--- src/hw/rtl/dta_pkg.sv ---
// Shared types, command codes and constants for the duration arithmetic unit.
package dta_pkg;

  // Command codes
  localparam logic [2:0] CMD_ADD = 3'd0;
  localparam logic [2:0] CMD_SUB = 3'd1;
  localparam logic [2:0] CMD_MUL = 3'd2;
  localparam logic [2:0] CMD_INC = 3'd3;
  localparam logic [2:0] CMD_DEC = 3'd4;

  // Time constants
  localparam int unsigned SEC_PER_MIN  = 60;
  localparam int unsigned SEC_PER_HOUR = 3600;
  localparam int unsigned SEC_PER_DAY  = 86400;
  localparam logic [4:0]  MAX_HOUR     = 5'd23;
  localparam logic [5:0]  MAX_MIN_SEC  = 6'd59;

  // Internal widths
  localparam int T_W = 33;   // seconds part, offset so it never goes negative
  localparam int D_W = 34;   // signed day count
  localparam int Q_W = 17;   // whole days taken out of the seconds part
  localparam int R_W = 17;   // seconds of day, below 86400

  // Reciprocals for constant division: x / d == (x * RCP) >> SH over the used range.
  // 86400 = 128 * 675, 3600 = 16 * 225, 60 = 4 * 15.
  localparam logic [26:0] RCP_675    = 27'd101806633;
  localparam int          RCP_675_SH = 36;
  localparam logic [13:0] RCP_225    = 14'd9321;
  localparam int          RCP_225_SH = 21;
  localparam logic [15:0] RCP_15     = 16'd34953;
  localparam int          RCP_15_SH  = 19;

  typedef struct packed {
    logic [2:0]  cmd;
    logic [15:0] a_days;
    logic [4:0]  a_hours;
    logic [5:0]  a_minutes;
    logic [5:0]  a_seconds;
    logic [15:0] b_days;
    logic [4:0]  b_hours;
    logic [5:0]  b_minutes;
    logic [5:0]  b_seconds;
    logic [15:0] factor;
  } dta_in_t;

  typedef struct packed {
    logic [15:0] r_days;
    logic [4:0]  r_hours;
    logic [5:0]  r_minutes;
    logic [5:0]  r_seconds;
    logic        underflow;
    logic        overflow;
    logic        a_less;
    logic        a_equal;
    logic        a_greater;
  } dta_out_t;

  typedef struct packed {
    logic less;
    logic equal;
    logic greater;
  } dta_cmp_t;

  // After operand prep: days and seconds not yet normalized
  typedef struct packed {
    logic [T_W-1:0]        secs;
    logic signed [D_W-1:0] days;
    dta_cmp_t              cmp;
  } dta_sum_t;

  // After the day quotient estimate
  typedef struct packed {
    logic [Q_W-1:0]        q;
    logic [T_W-1:0]        secs;
    logic signed [D_W-1:0] days;
    dta_cmp_t              cmp;
  } dta_quo_t;

  // Day count settled, seconds of day left
  typedef struct packed {
    logic [R_W-1:0] rem;
    logic [15:0]    days;
    logic           neg;
    logic           sat;
    dta_cmp_t       cmp;
  } dta_rem_t;

  // Hours and total minutes of day known
  typedef struct packed {
    logic [4:0]     hours;
    logic [10:0]    mins_total;
    logic [R_W-1:0] rem;
    logic [15:0]    days;
    logic           neg;
    logic           sat;
    dta_cmp_t       cmp;
  } dta_hms_t;

  // Load enables of a module holding two pipeline stages
  typedef struct packed {
    logic first;
    logic second;
  } dta_stage_en_t;

  function automatic logic [16:0] secs_of(input logic [4:0] h, input logic [5:0] m,
                                          input logic [5:0] s);
    return 17'(h) * 17'(SEC_PER_HOUR) + 17'(m) * 17'(SEC_PER_MIN) + 17'(s);
  endfunction

endpackage

--- src/hw/rtl/dta_front.sv ---
// Operand prep stage: seconds of each operand, command select, multiply, compare.
module dta_front
  import dta_pkg::*;
#(
  parameter int DAY_BITS = 16
) (
  input  logic     clk,
  input  logic     en,
  input  dta_in_t  item,
  output dta_sum_t sum
);

  localparam int          USE_BITS = (DAY_BITS < 16) ? DAY_BITS : 16;
  localparam logic [15:0] DAY_MASK = 16'(16'hFFFF >> (16 - USE_BITS));

  logic [15:0] ad;
  logic [15:0] bd;
  logic [16:0] ra;
  logic [16:0] rb;
  logic [T_W-1:0] mul_secs;
  logic [31:0] mul_days;
  dta_sum_t sum_next;

  assign ad = item.a_days & DAY_MASK;
  assign bd = item.b_days & DAY_MASK;
  assign ra = secs_of(item.a_hours, item.a_minutes, item.a_seconds);
  assign rb = secs_of(item.b_hours, item.b_minutes, item.b_seconds);

  assign mul_secs = T_W'(ra) * T_W'(item.factor);
  assign mul_days = 32'(ad) * 32'(item.factor);

  // Negative seconds parts get whole days added so the divider sees a non-negative value
  always_comb begin
    unique case (item.cmd)
      CMD_ADD: begin
        sum_next.secs = T_W'(ra) + T_W'(rb);
        sum_next.days = D_W'(ad) + D_W'(bd);
      end
      CMD_SUB: begin
        sum_next.secs = T_W'(ra) + T_W'(2 * SEC_PER_DAY) - T_W'(rb);
        sum_next.days = D_W'(ad) - D_W'(bd) - D_W'(2);
      end
      CMD_MUL: begin
        sum_next.secs = mul_secs;
        sum_next.days = D_W'(mul_days);
      end
      CMD_INC: begin
        sum_next.secs = T_W'(ra) + T_W'(1);
        sum_next.days = D_W'(ad);
      end
      CMD_DEC: begin
        sum_next.secs = T_W'(ra) + T_W'(SEC_PER_DAY) - T_W'(1);
        sum_next.days = D_W'(ad) - D_W'(1);
      end
      default: begin
        sum_next.secs = T_W'(ra);
        sum_next.days = D_W'(ad);
      end
    endcase

    // Lexicographic compare on raw fields
    if (ad != bd) begin
      sum_next.cmp.less = (ad < bd);
    end else if (item.a_hours != item.b_hours) begin
      sum_next.cmp.less = (item.a_hours < item.b_hours);
    end else if (item.a_minutes != item.b_minutes) begin
      sum_next.cmp.less = (item.a_minutes < item.b_minutes);
    end else begin
      sum_next.cmp.less = (item.a_seconds < item.b_seconds);
    end
    sum_next.cmp.equal = (ad == bd) && (item.a_hours == item.b_hours) &&
                         (item.a_minutes == item.b_minutes) &&
                         (item.a_seconds == item.b_seconds);
    sum_next.cmp.greater = !sum_next.cmp.less && !sum_next.cmp.equal;
  end

  always_ff @(posedge clk) begin
    if (en) begin
      sum <= sum_next;
    end
  end

endmodule

--- src/hw/rtl/dta_days.sv ---
// Day split: whole days out of the seconds part, day total and range flags.
module dta_days
  import dta_pkg::*;
#(
  parameter int DAY_BITS = 16
) (
  input  logic          clk,
  input  dta_stage_en_t en,
  input  dta_sum_t      sum,
  output dta_rem_t      rem
);

  localparam int N_W = T_W - 7;
  localparam int P_W = N_W + 27;
  localparam logic signed [D_W-1:0] DAY_MAX = D_W'((64'd1 << DAY_BITS) - 64'd1);

  logic [P_W-1:0] q_prod;
  dta_quo_t quo_next;
  dta_quo_t quo;
  logic [T_W-1:0] full_rem;
  logic signed [D_W-1:0] days_sum;
  dta_rem_t rem_next;

  // secs / 86400 == (secs >> 7) / 675
  assign q_prod = P_W'(sum.secs[T_W-1:7]) * P_W'(RCP_675);

  always_comb begin
    quo_next.q    = q_prod[RCP_675_SH +: Q_W];
    quo_next.secs = sum.secs;
    quo_next.days = sum.days;
    quo_next.cmp  = sum.cmp;
  end

  always_ff @(posedge clk) begin
    if (en.first) begin
      quo <= quo_next;
    end
  end

  assign full_rem = quo.secs - T_W'(quo.q) * T_W'(SEC_PER_DAY);
  assign days_sum = quo.days + $signed(D_W'(quo.q));

  always_comb begin
    rem_next.rem  = full_rem[R_W-1:0];
    rem_next.days = days_sum[15:0];
    rem_next.neg  = (days_sum < 0);
    rem_next.sat  = (days_sum >= 0) && (days_sum > DAY_MAX);
    rem_next.cmp  = quo.cmp;
  end

  always_ff @(posedge clk) begin
    if (en.second) begin
      rem <= rem_next;
    end
  end

endmodule

--- src/hw/rtl/dta_clock.sv ---
// Clock split: hours, minutes, seconds of day, then zeroing or saturation.
module dta_clock
  import dta_pkg::*;
#(
  parameter int DAY_BITS = 16
) (
  input  logic          clk,
  input  dta_stage_en_t en,
  input  dta_rem_t      rem,
  output dta_out_t      res
);

  localparam logic [15:0] SAT_DAYS = 16'((64'd1 << DAY_BITS) - 64'd1);

  logic [26:0] h_prod;
  logic [30:0] m_prod;
  dta_hms_t hms_next;
  dta_hms_t hms;
  logic [10:0] mins;
  logic [R_W-1:0] secs;
  dta_out_t res_next;

  // rem / 3600 == (rem >> 4) / 225, rem / 60 == (rem >> 2) / 15
  assign h_prod = 27'(rem.rem[R_W-1:4]) * 27'(RCP_225);
  assign m_prod = 31'(rem.rem[R_W-1:2]) * 31'(RCP_15);

  always_comb begin
    hms_next.hours      = h_prod[RCP_225_SH +: 5];
    hms_next.mins_total = m_prod[RCP_15_SH +: 11];
    hms_next.rem        = rem.rem;
    hms_next.days       = rem.days;
    hms_next.neg        = rem.neg;
    hms_next.sat        = rem.sat;
    hms_next.cmp        = rem.cmp;
  end

  always_ff @(posedge clk) begin
    if (en.first) begin
      hms <= hms_next;
    end
  end

  assign mins = hms.mins_total - 11'(hms.hours) * 11'(SEC_PER_MIN);
  assign secs = hms.rem - R_W'(hms.mins_total) * R_W'(SEC_PER_MIN);

  always_comb begin
    res_next.a_less    = hms.cmp.less;
    res_next.a_equal   = hms.cmp.equal;
    res_next.a_greater = hms.cmp.greater;
    res_next.underflow = hms.neg;
    res_next.overflow  = hms.sat;
    if (hms.neg) begin
      res_next.r_days    = '0;
      res_next.r_hours   = '0;
      res_next.r_minutes = '0;
      res_next.r_seconds = '0;
    end else if (hms.sat) begin
      res_next.r_days    = SAT_DAYS;
      res_next.r_hours   = MAX_HOUR;
      res_next.r_minutes = MAX_MIN_SEC;
      res_next.r_seconds = MAX_MIN_SEC;
    end else begin
      res_next.r_days    = hms.days;
      res_next.r_hours   = hms.hours;
      res_next.r_minutes = mins[5:0];
      res_next.r_seconds = secs[5:0];
    end
  end

  always_ff @(posedge clk) begin
    if (en.second) begin
      res <= res_next;
    end
  end

endmodule

--- src/hw/rtl/duration_time_alu.sv ---
// Top level of the duration arithmetic unit: handshake, pipeline control, stages.
//
// Arithmetic on durations given as days, hours, minutes and seconds: add, subtract,
// scale a by factor, step a up or down by one second; results normalized at 60/60/24,
// negative results zeroed with underflow, day counts above 2^DAY_BITS-1 saturated to
// that many days at 23:59:59 with overflow, plus the raw-field compare of a against b.
// The unit is a six-stage pipeline (input register, operand prep and multiply, day
// quotient, day total, hour/minute quotients, final fields) and takes one item every
// cycle unless a full pipe is held by res_stall. Each stage moves as soon as the one
// after it is free, so empty slots are filled even while res is stalled.
// The stage count is set by the constant divisions by 86400, 3600 and 60, each done
// as a registered reciprocal multiply. Operand days use their low DAY_BITS bits.
module duration_time_alu
  import dta_pkg::*;
#(
  parameter int DAY_BITS = 16
) (
  input  logic     clk,
  input  logic     rst,
  input  logic     op_valid,
  output logic     op_stall,
  input  dta_in_t  op,
  output logic     res_valid,
  input  logic     res_stall,
  output dta_out_t res
);

  localparam int NSTG = 6;

  logic [NSTG-1:0] vld;
  logic [NSTG-1:0] adv;
  dta_in_t  op_q;
  dta_sum_t sum;
  dta_rem_t rem;
  dta_stage_en_t days_en;
  dta_stage_en_t clock_en;

  // A stage may load when it is empty or its item moves on this cycle
  always_comb begin
    adv[NSTG-1] = !vld[NSTG-1] || !res_stall;
    for (int i = NSTG - 2; i >= 0; i--) begin
      adv[i] = !vld[i] || adv[i+1];
    end
  end

  always_ff @(posedge clk) begin
    if (rst) begin
      vld <= '0;
    end else begin
      if (adv[0]) begin
        vld[0] <= op_valid;
      end
      for (int i = 1; i < NSTG; i++) begin
        if (adv[i]) begin
          vld[i] <= vld[i-1];
        end
      end
    end
  end

  // Input register
  always_ff @(posedge clk) begin
    if (adv[0]) begin
      op_q <= op;
    end
  end

  assign days_en.first   = adv[2];
  assign days_en.second  = adv[3];
  assign clock_en.first  = adv[4];
  assign clock_en.second = adv[5];

  dta_front #(.DAY_BITS(DAY_BITS)) u_front (
    .clk  (clk),
    .en   (adv[1]),
    .item (op_q),
    .sum  (sum)
  );

  dta_days #(.DAY_BITS(DAY_BITS)) u_days (
    .clk (clk),
    .en  (days_en),
    .sum (sum),
    .rem (rem)
  );

  dta_clock #(.DAY_BITS(DAY_BITS)) u_clock (
    .clk (clk),
    .en  (clock_en),
    .rem (rem),
    .res (res)
  );

  assign op_stall  = !adv[0];
  assign res_valid = vld[NSTG-1];

  // An accepted item always lands in the input register
  a_accept_lands: assert property (@(posedge clk) disable iff (rst)
    op_valid && !op_stall |=> vld[0])
    else $error("accepted item not captured");

  a_cmp_onehot: assert property (@(posedge clk) disable iff (rst)
    res_valid |-> $onehot({res.a_less, res.a_equal, res.a_greater}))
    else $error("compare flags not one-hot");

  a_underflow_zero: assert property (@(posedge clk) disable iff (rst)
    res_valid && res.underflow |-> !res.overflow && res.r_days == '0 &&
      res.r_hours == '0 && res.r_minutes == '0 && res.r_seconds == '0)
    else $error("underflow result not zeroed");

  a_fields_range: assert property (@(posedge clk) disable iff (rst)
    res_valid |-> res.r_hours <= MAX_HOUR && res.r_minutes <= MAX_MIN_SEC &&
      res.r_seconds <= MAX_MIN_SEC)
    else $error("result fields not normalized");

endmodule

--- config.mk ---
export PLATFORM = sky130hd
export DESIGN_NAME = duration_time_alu
export DESIGN_NICKNAME = d
export VERILOG_FILES = /design/src/hw/rtl/dta_pkg.sv /design/src/hw/rtl/dta_front.sv /design/src/hw/rtl/dta_days.sv /design/src/hw/rtl/dta_clock.sv /design/src/hw/rtl/duration_time_alu.sv
export SDC_FILE = /design/constraint.sdc
export NUM_CORES = 2
export LEC_CHECK = 0
export ABC_CLOCK_PERIOD_IN_PS = 31500
export BUFFER_PORTS_ARGS = -buffer_cell sky130_fd_sc_hd__buf_2
export CELL_PAD_IN_SITES_DETAIL_PLACEMENT = 1
export CELL_PAD_IN_SITES_GLOBAL_PLACEMENT = 2
export CORE_MARGIN = 10
export CORE_UTILIZATION = 47
export CTS_BUF_LIST = sky130_fd_sc_hd__clkbuf_8
export DETAILED_ROUTE_END_ITERATION = 6
export PLACE_DENSITY = 0.95
export SLEW_MARGIN = 20
export SYNTH_ARGS = -nofsm -noshare
export SYNTH_HDL_FRONTEND = slang
export SYNTH_HIERARCHICAL = 1
export SYNTH_SLANG_ARGS = --single-unit
--- constraint.sdc ---
create_clock -name clk -period 31.5 [get_ports clk]
set_input_delay 9.45 -clock clk [delete_from_list [all_inputs] [get_ports clk]]
set_output_delay 9.45 -clock clk [all_outputs]
set_load 0.01 [all_outputs]
Word level (Yosys, flattened, before mapping)
Index checks and enable logic that the tools add are counted.

storage, ports and cells
  bits in read-only memories = 0
  RAM bits = 0
  memories = 0
  bits in latches = 0
  register bits after elaboration = 351
  output and inout bits = 40

operators by class
  $mul = 12
  shift operators = 0
  bitwise logic cells = 0
  add/subtract/negate cells = 18
  equal/unequal tests = 11
  divide/modulo/power cells = 0
  order comparisons = 7
  reduce and logical (&&, ||, !) cells = 23
  multiplexer cells = 5

operators by type and width
  cell                    count
  $pmux 67 s5             1
  $mul 26x27->53 const B  1
  $add 17x12->17          2
  $add 17x6->17           2
  $add 34x18->34          1
  $ge 34x1->1 const B     1
  $gt 34x17->1 const B    1
  $lt 34x1->1 const B     1
  $sub 34x2->34 const B   1
  $mul 17x16->33          1
  $mux 33                 1
  $sub 33x1->33 const B   1
  $sub 33x17->33          1
  $mul 16x16->32          1
  $mul 15x16->30 const B  1
  $mul 13x14->26 const B  1
  $mul 5x8->13 const B    2
  $mul 6x4->10 const B    2
  $add 17x18->19 const B  1
  $add 17x1->18 const B   1
  $add 17x17->18          1
  $add 17x17->18 const B  1
  $add 16x16->17          1
  $mul 17x10->10 const B  1
  other kinds (24)        48

Longest topological paths before layout
  depth after elaboration = 8
  mapped depth = 43
  mapped depth without buffers = 40

Cells and area by module
The synthesis kept the hierarchy.

by module, submodules not included
  module             seq. area each (um2)  area an instance (um2)  cells each  instances
  dta_front          2072.0                28732.6                 3406        1
  dta_days           3273.1                15374.7                 1425        1
  dta_clock          2282.2                7014.2                  625         1
  duration_time_alu  2672.6                2795.2                  112         1

Worst setup path after synthesis
OpenSTA, ideal clock, no wires.

  path type = input -> output
  start = input port res_stall
  end = output port op_stall
  data required time = 22.050 ns
  stages = 4
  data arrival time = 10.937 ns
  slack = 11.113 ns
  path through = and4_1 -> buf_4 -> nand4_4 -> inv_2

between the ends
  cells in the longest elaborated chain, start to end = 8

ends and longest elaborated chain
  what                           RTL line                 text
  from (decl)                    duration_time_alu.sv:24  input logic res_stall,
  $logic_not 1->1                duration_time_alu.sv:40  adv[NSTG-1] = !vld[NSTG-1] || !res_stall;
  $logic_or 1x1->1               duration_time_alu.sv:40
  $logic_or 1x1->1 (5 in a row)  duration_time_alu.sv:42  adv[i] = !vld[i] || adv[i+1];
  net adv[0]                     duration_time_alu.sv:31  logic [NSTG-1:0] adv;
  $logic_not 1->1                duration_time_alu.sv:94  assign op_stall = !adv[0];
  to (decl)                      duration_time_alu.sv:21  output logic op_stall,

The timed path passes the listed nets, and every way through them passes these cells.

Worst setup path after layout
Ends and elaborated chain as after synthesis.

==> impl_metrics.tcl <==
set metrics [dict create \
    fin_setup_tns_ns 0 \
    htreeDepth 2 \
    cts_tree "built" \
    grt_busiest_layer "met2" \
    port_buffers 128 \
    clock_skew_ns 0.0287 \
    status "finished clean" \
    synth-seq-area-share_pct 19.1 \
    first_global_vias 45800 \
    grt_pass1_wl_mm 247 \
    dieArea_sq_mm 0.129 \
    worstPathArrival_ns 10.95 \
    synthTopCellsByArea "fa_1 (25%), ha_1 (21%), edfxtp_1 (19%)" \
    gr-usage-met1_pct 28.8 \
    clock_latency_ns 0.75 \
    use_met3_pct 2.56 \
    drt_iter0_drc 2013 \
    antenna_left 0 \
    ios 129 \
    grt_max_degree 72 \
    synth_top_cell_by_area "fa_1" \
    synth.avg_cell_area_sq_um 9.68 \
    drt-total-wl_mm 155 \
    postCtsSetupRepairBufs 0 \
    start_kind "input port" \
    reg2reg_depth 38 \
    clock_sink_count 345 \
    clk_pin_slew_ns 0.07 \
    die_x_microns 359 \
    cts_buffer_depth 3 \
    synth_fp_nets 7251 \
    synth_warnings 6 \
    synth_edf_count 339 \
    drt-pass1-iter-count 5 \
    relSlewSlack_pct 20.1 \
    tightest_slew_ns 1.19 \
    min_path_type "reg2reg" \
    fin_nets 7351 \
    synth_area_sq_mm 0.0539 \
    rrSetupSlack_ns 20.46 \
    hold_viol 0 \
    cp.required_ns 22.05 \
    avgViaCountPerCell 5.58 \
    fmax_mhz 49.0 \
    layout_min_cycle_time_ns 20.40 \
    fp.coreArea_sq_mm 0.114 \
    dp_hpwl_mm 126 \
    min_to "u_days/quo[31]" \
    setup_viol 0 \
    postSynth.asyncResetShare_pct 0 \
    syn_inst 5568 \
    synth_top_area_share_pct 25.3 \
    synth_common_cells "inv_1 (1143), ha_1 (913), fa_1 (681)" \
    slew_viol_final 0 \
    antenna_found_initial 5 \
    rsz0062_at_grt "false" \
    root_buffer "clkbuf_8" \
    numCtsBuffers 60 \
    path_class "in2out" \
    hold_depth 0 \
    crit_fanout 33 \
    dr_total_vias 40400 \
    die_h_microns 359 \
    ys_seq_elements 345 \
    r2r-start "op_q[55]" \
    yosysMostFrequentCell "inv_1" \
    grt_util_all_layers_pct 24.4 \
    fillers 13000 \
    drc_errors 0 \
    grt-ovfl-total 0 \
    hold_start "u_front/sum[31]" \
    cap_violations 0 \
    initial_utilization_pct 47.2 \
    min_period_over_period_pct 64.8 \
    synth_ff_type "edfxtp_1" \
    post_drt_wl_per_cell_microns 21.5 \
    reg2reg_to "u_front/sum[69]" \
    drive_gt1_share_pct 6.51 \
    ctsHoldBuffers 0 \
    row_count 124 \
    synth_cell_types 99 \
    grtUsageMet2_pct 45.2 \
    area_growth_pct 7.26 \
    end_kind "output pin" \
    gp_congestion 0.873 \
    cts-resized-gates 0 \
]
## per-layer routing
layer	vias to the layer above	share of wire, %
li1	18400	-
met1	20800	41
met2	835	52
met3	310	3.6
met4	2	3.8
met5	-	0.0045
## stage by stage
step | setup WS [ns] | hold slack [ns] | utilization (%) | instance area, sq um | instances
finish | 11.10 | 0.411 | 50.6 | 57800 | 7232
global route | 10.97 | 0.421 | 50.6 | 57800 | 7231
CTS | 11.09 | 0.416 | 50.6 | 57800 | 7229
detailed placement | 11.11 | 0.405 | 49.4 | 56400 | 7117
global placement | 11.15 | 0.401 | 49.4 | 56400 | 7117
floorplan | 11.11 | 0.400 | - | 53900 | 5568
## flip-flops by register name, indices dropped and copies added, names as in the netlist
signal / cells
vld: 6
u_clock/hms: 38
u_front/sum: 69
u_days/quo: 71
u_days/rem: 38
op_q: 85
u_clock/res: 38
## cells in the final DEF (no fill, tap or decap), types with 68 or more instances in the layout
| master | n |
|---|---|
| edfxtp_1 | 339 |
| a21o_1 | 68 |
| ha_1 | 913 |
| xor2_1 | 79 |
| buf_4 | 75 |
| nand2_1 | 470 |
| and2_1 | 210 |
| a21oi_1 | 242 |
| nor3_1 | 74 |
| buf_2 | 128 |
| fa_1 | 681 |
| inv_1 | 1153 |
| xnor2_1 | 148 |
| nor2_1 | 225 |
| o21ai_0 | 144 |
## logic make-up (layout without fill, tap and decap cells)
kind of cell	Yosys count	count (layout)	share of synthesized area [%]
muxes	10	10	0.190
and+or+nand+nor	1248	1248	11.2
AOI/OAI and AO/OA	824	824	10.1
DFF	345	345	19.1
buffers and inverters	1314	1464	9.17
other	0	2	0
xor gates and xnor gates	233	233	3.80
adders and majority gates	1594	1594	46.5
## critical path, stage by stage
cell     delay, ns
buf_2         0.14
and4_1        0.46
nand4_4       0.59
inv_2         0.15
buf_2         0.15
## area by class of cell
| type | instances | area (sq um) | area share [%] |
|---|---|---|---|
| Multi-Input combinational cell | 3909 | 38700 | 67.0 |
| Tap cell | 1512 | 1890 | 3.27 |
| Inverter | 1148 | 4310 | 7.45 |
| Timing Repair Buffer | 204 | 1230 | 2.13 |
| Clock inverter | 51 | 505 | 0.874 |
| Sequential cell | 345 | 10300 | 17.8 |
| Clock buffer | 61 | 840 | 1.45 |
| Antenna cell | 2 | 5.00 | 0.00865 |
## worst max-delay path by stage
stage / start / endpoint / slack (ns) / cells after the start
5_1_grt: res_stall / op_stall / 10.97 / 5
6_report: res_stall / op_stall / 11.10 / 5
3_5_place_dp: res_stall / op_stall / 11.11 / 5
4_1_cts: res_stall / op_stall / 11.09 / 5
3_3_place_gp: res_stall / op_stall / 11.15 / 5
2_1_floorplan: res_stall / op_stall / 11.11 / 4
Power is not shown: default switching activity piles up to over one toggle a cycle in this logic, so the estimate is an artifact.
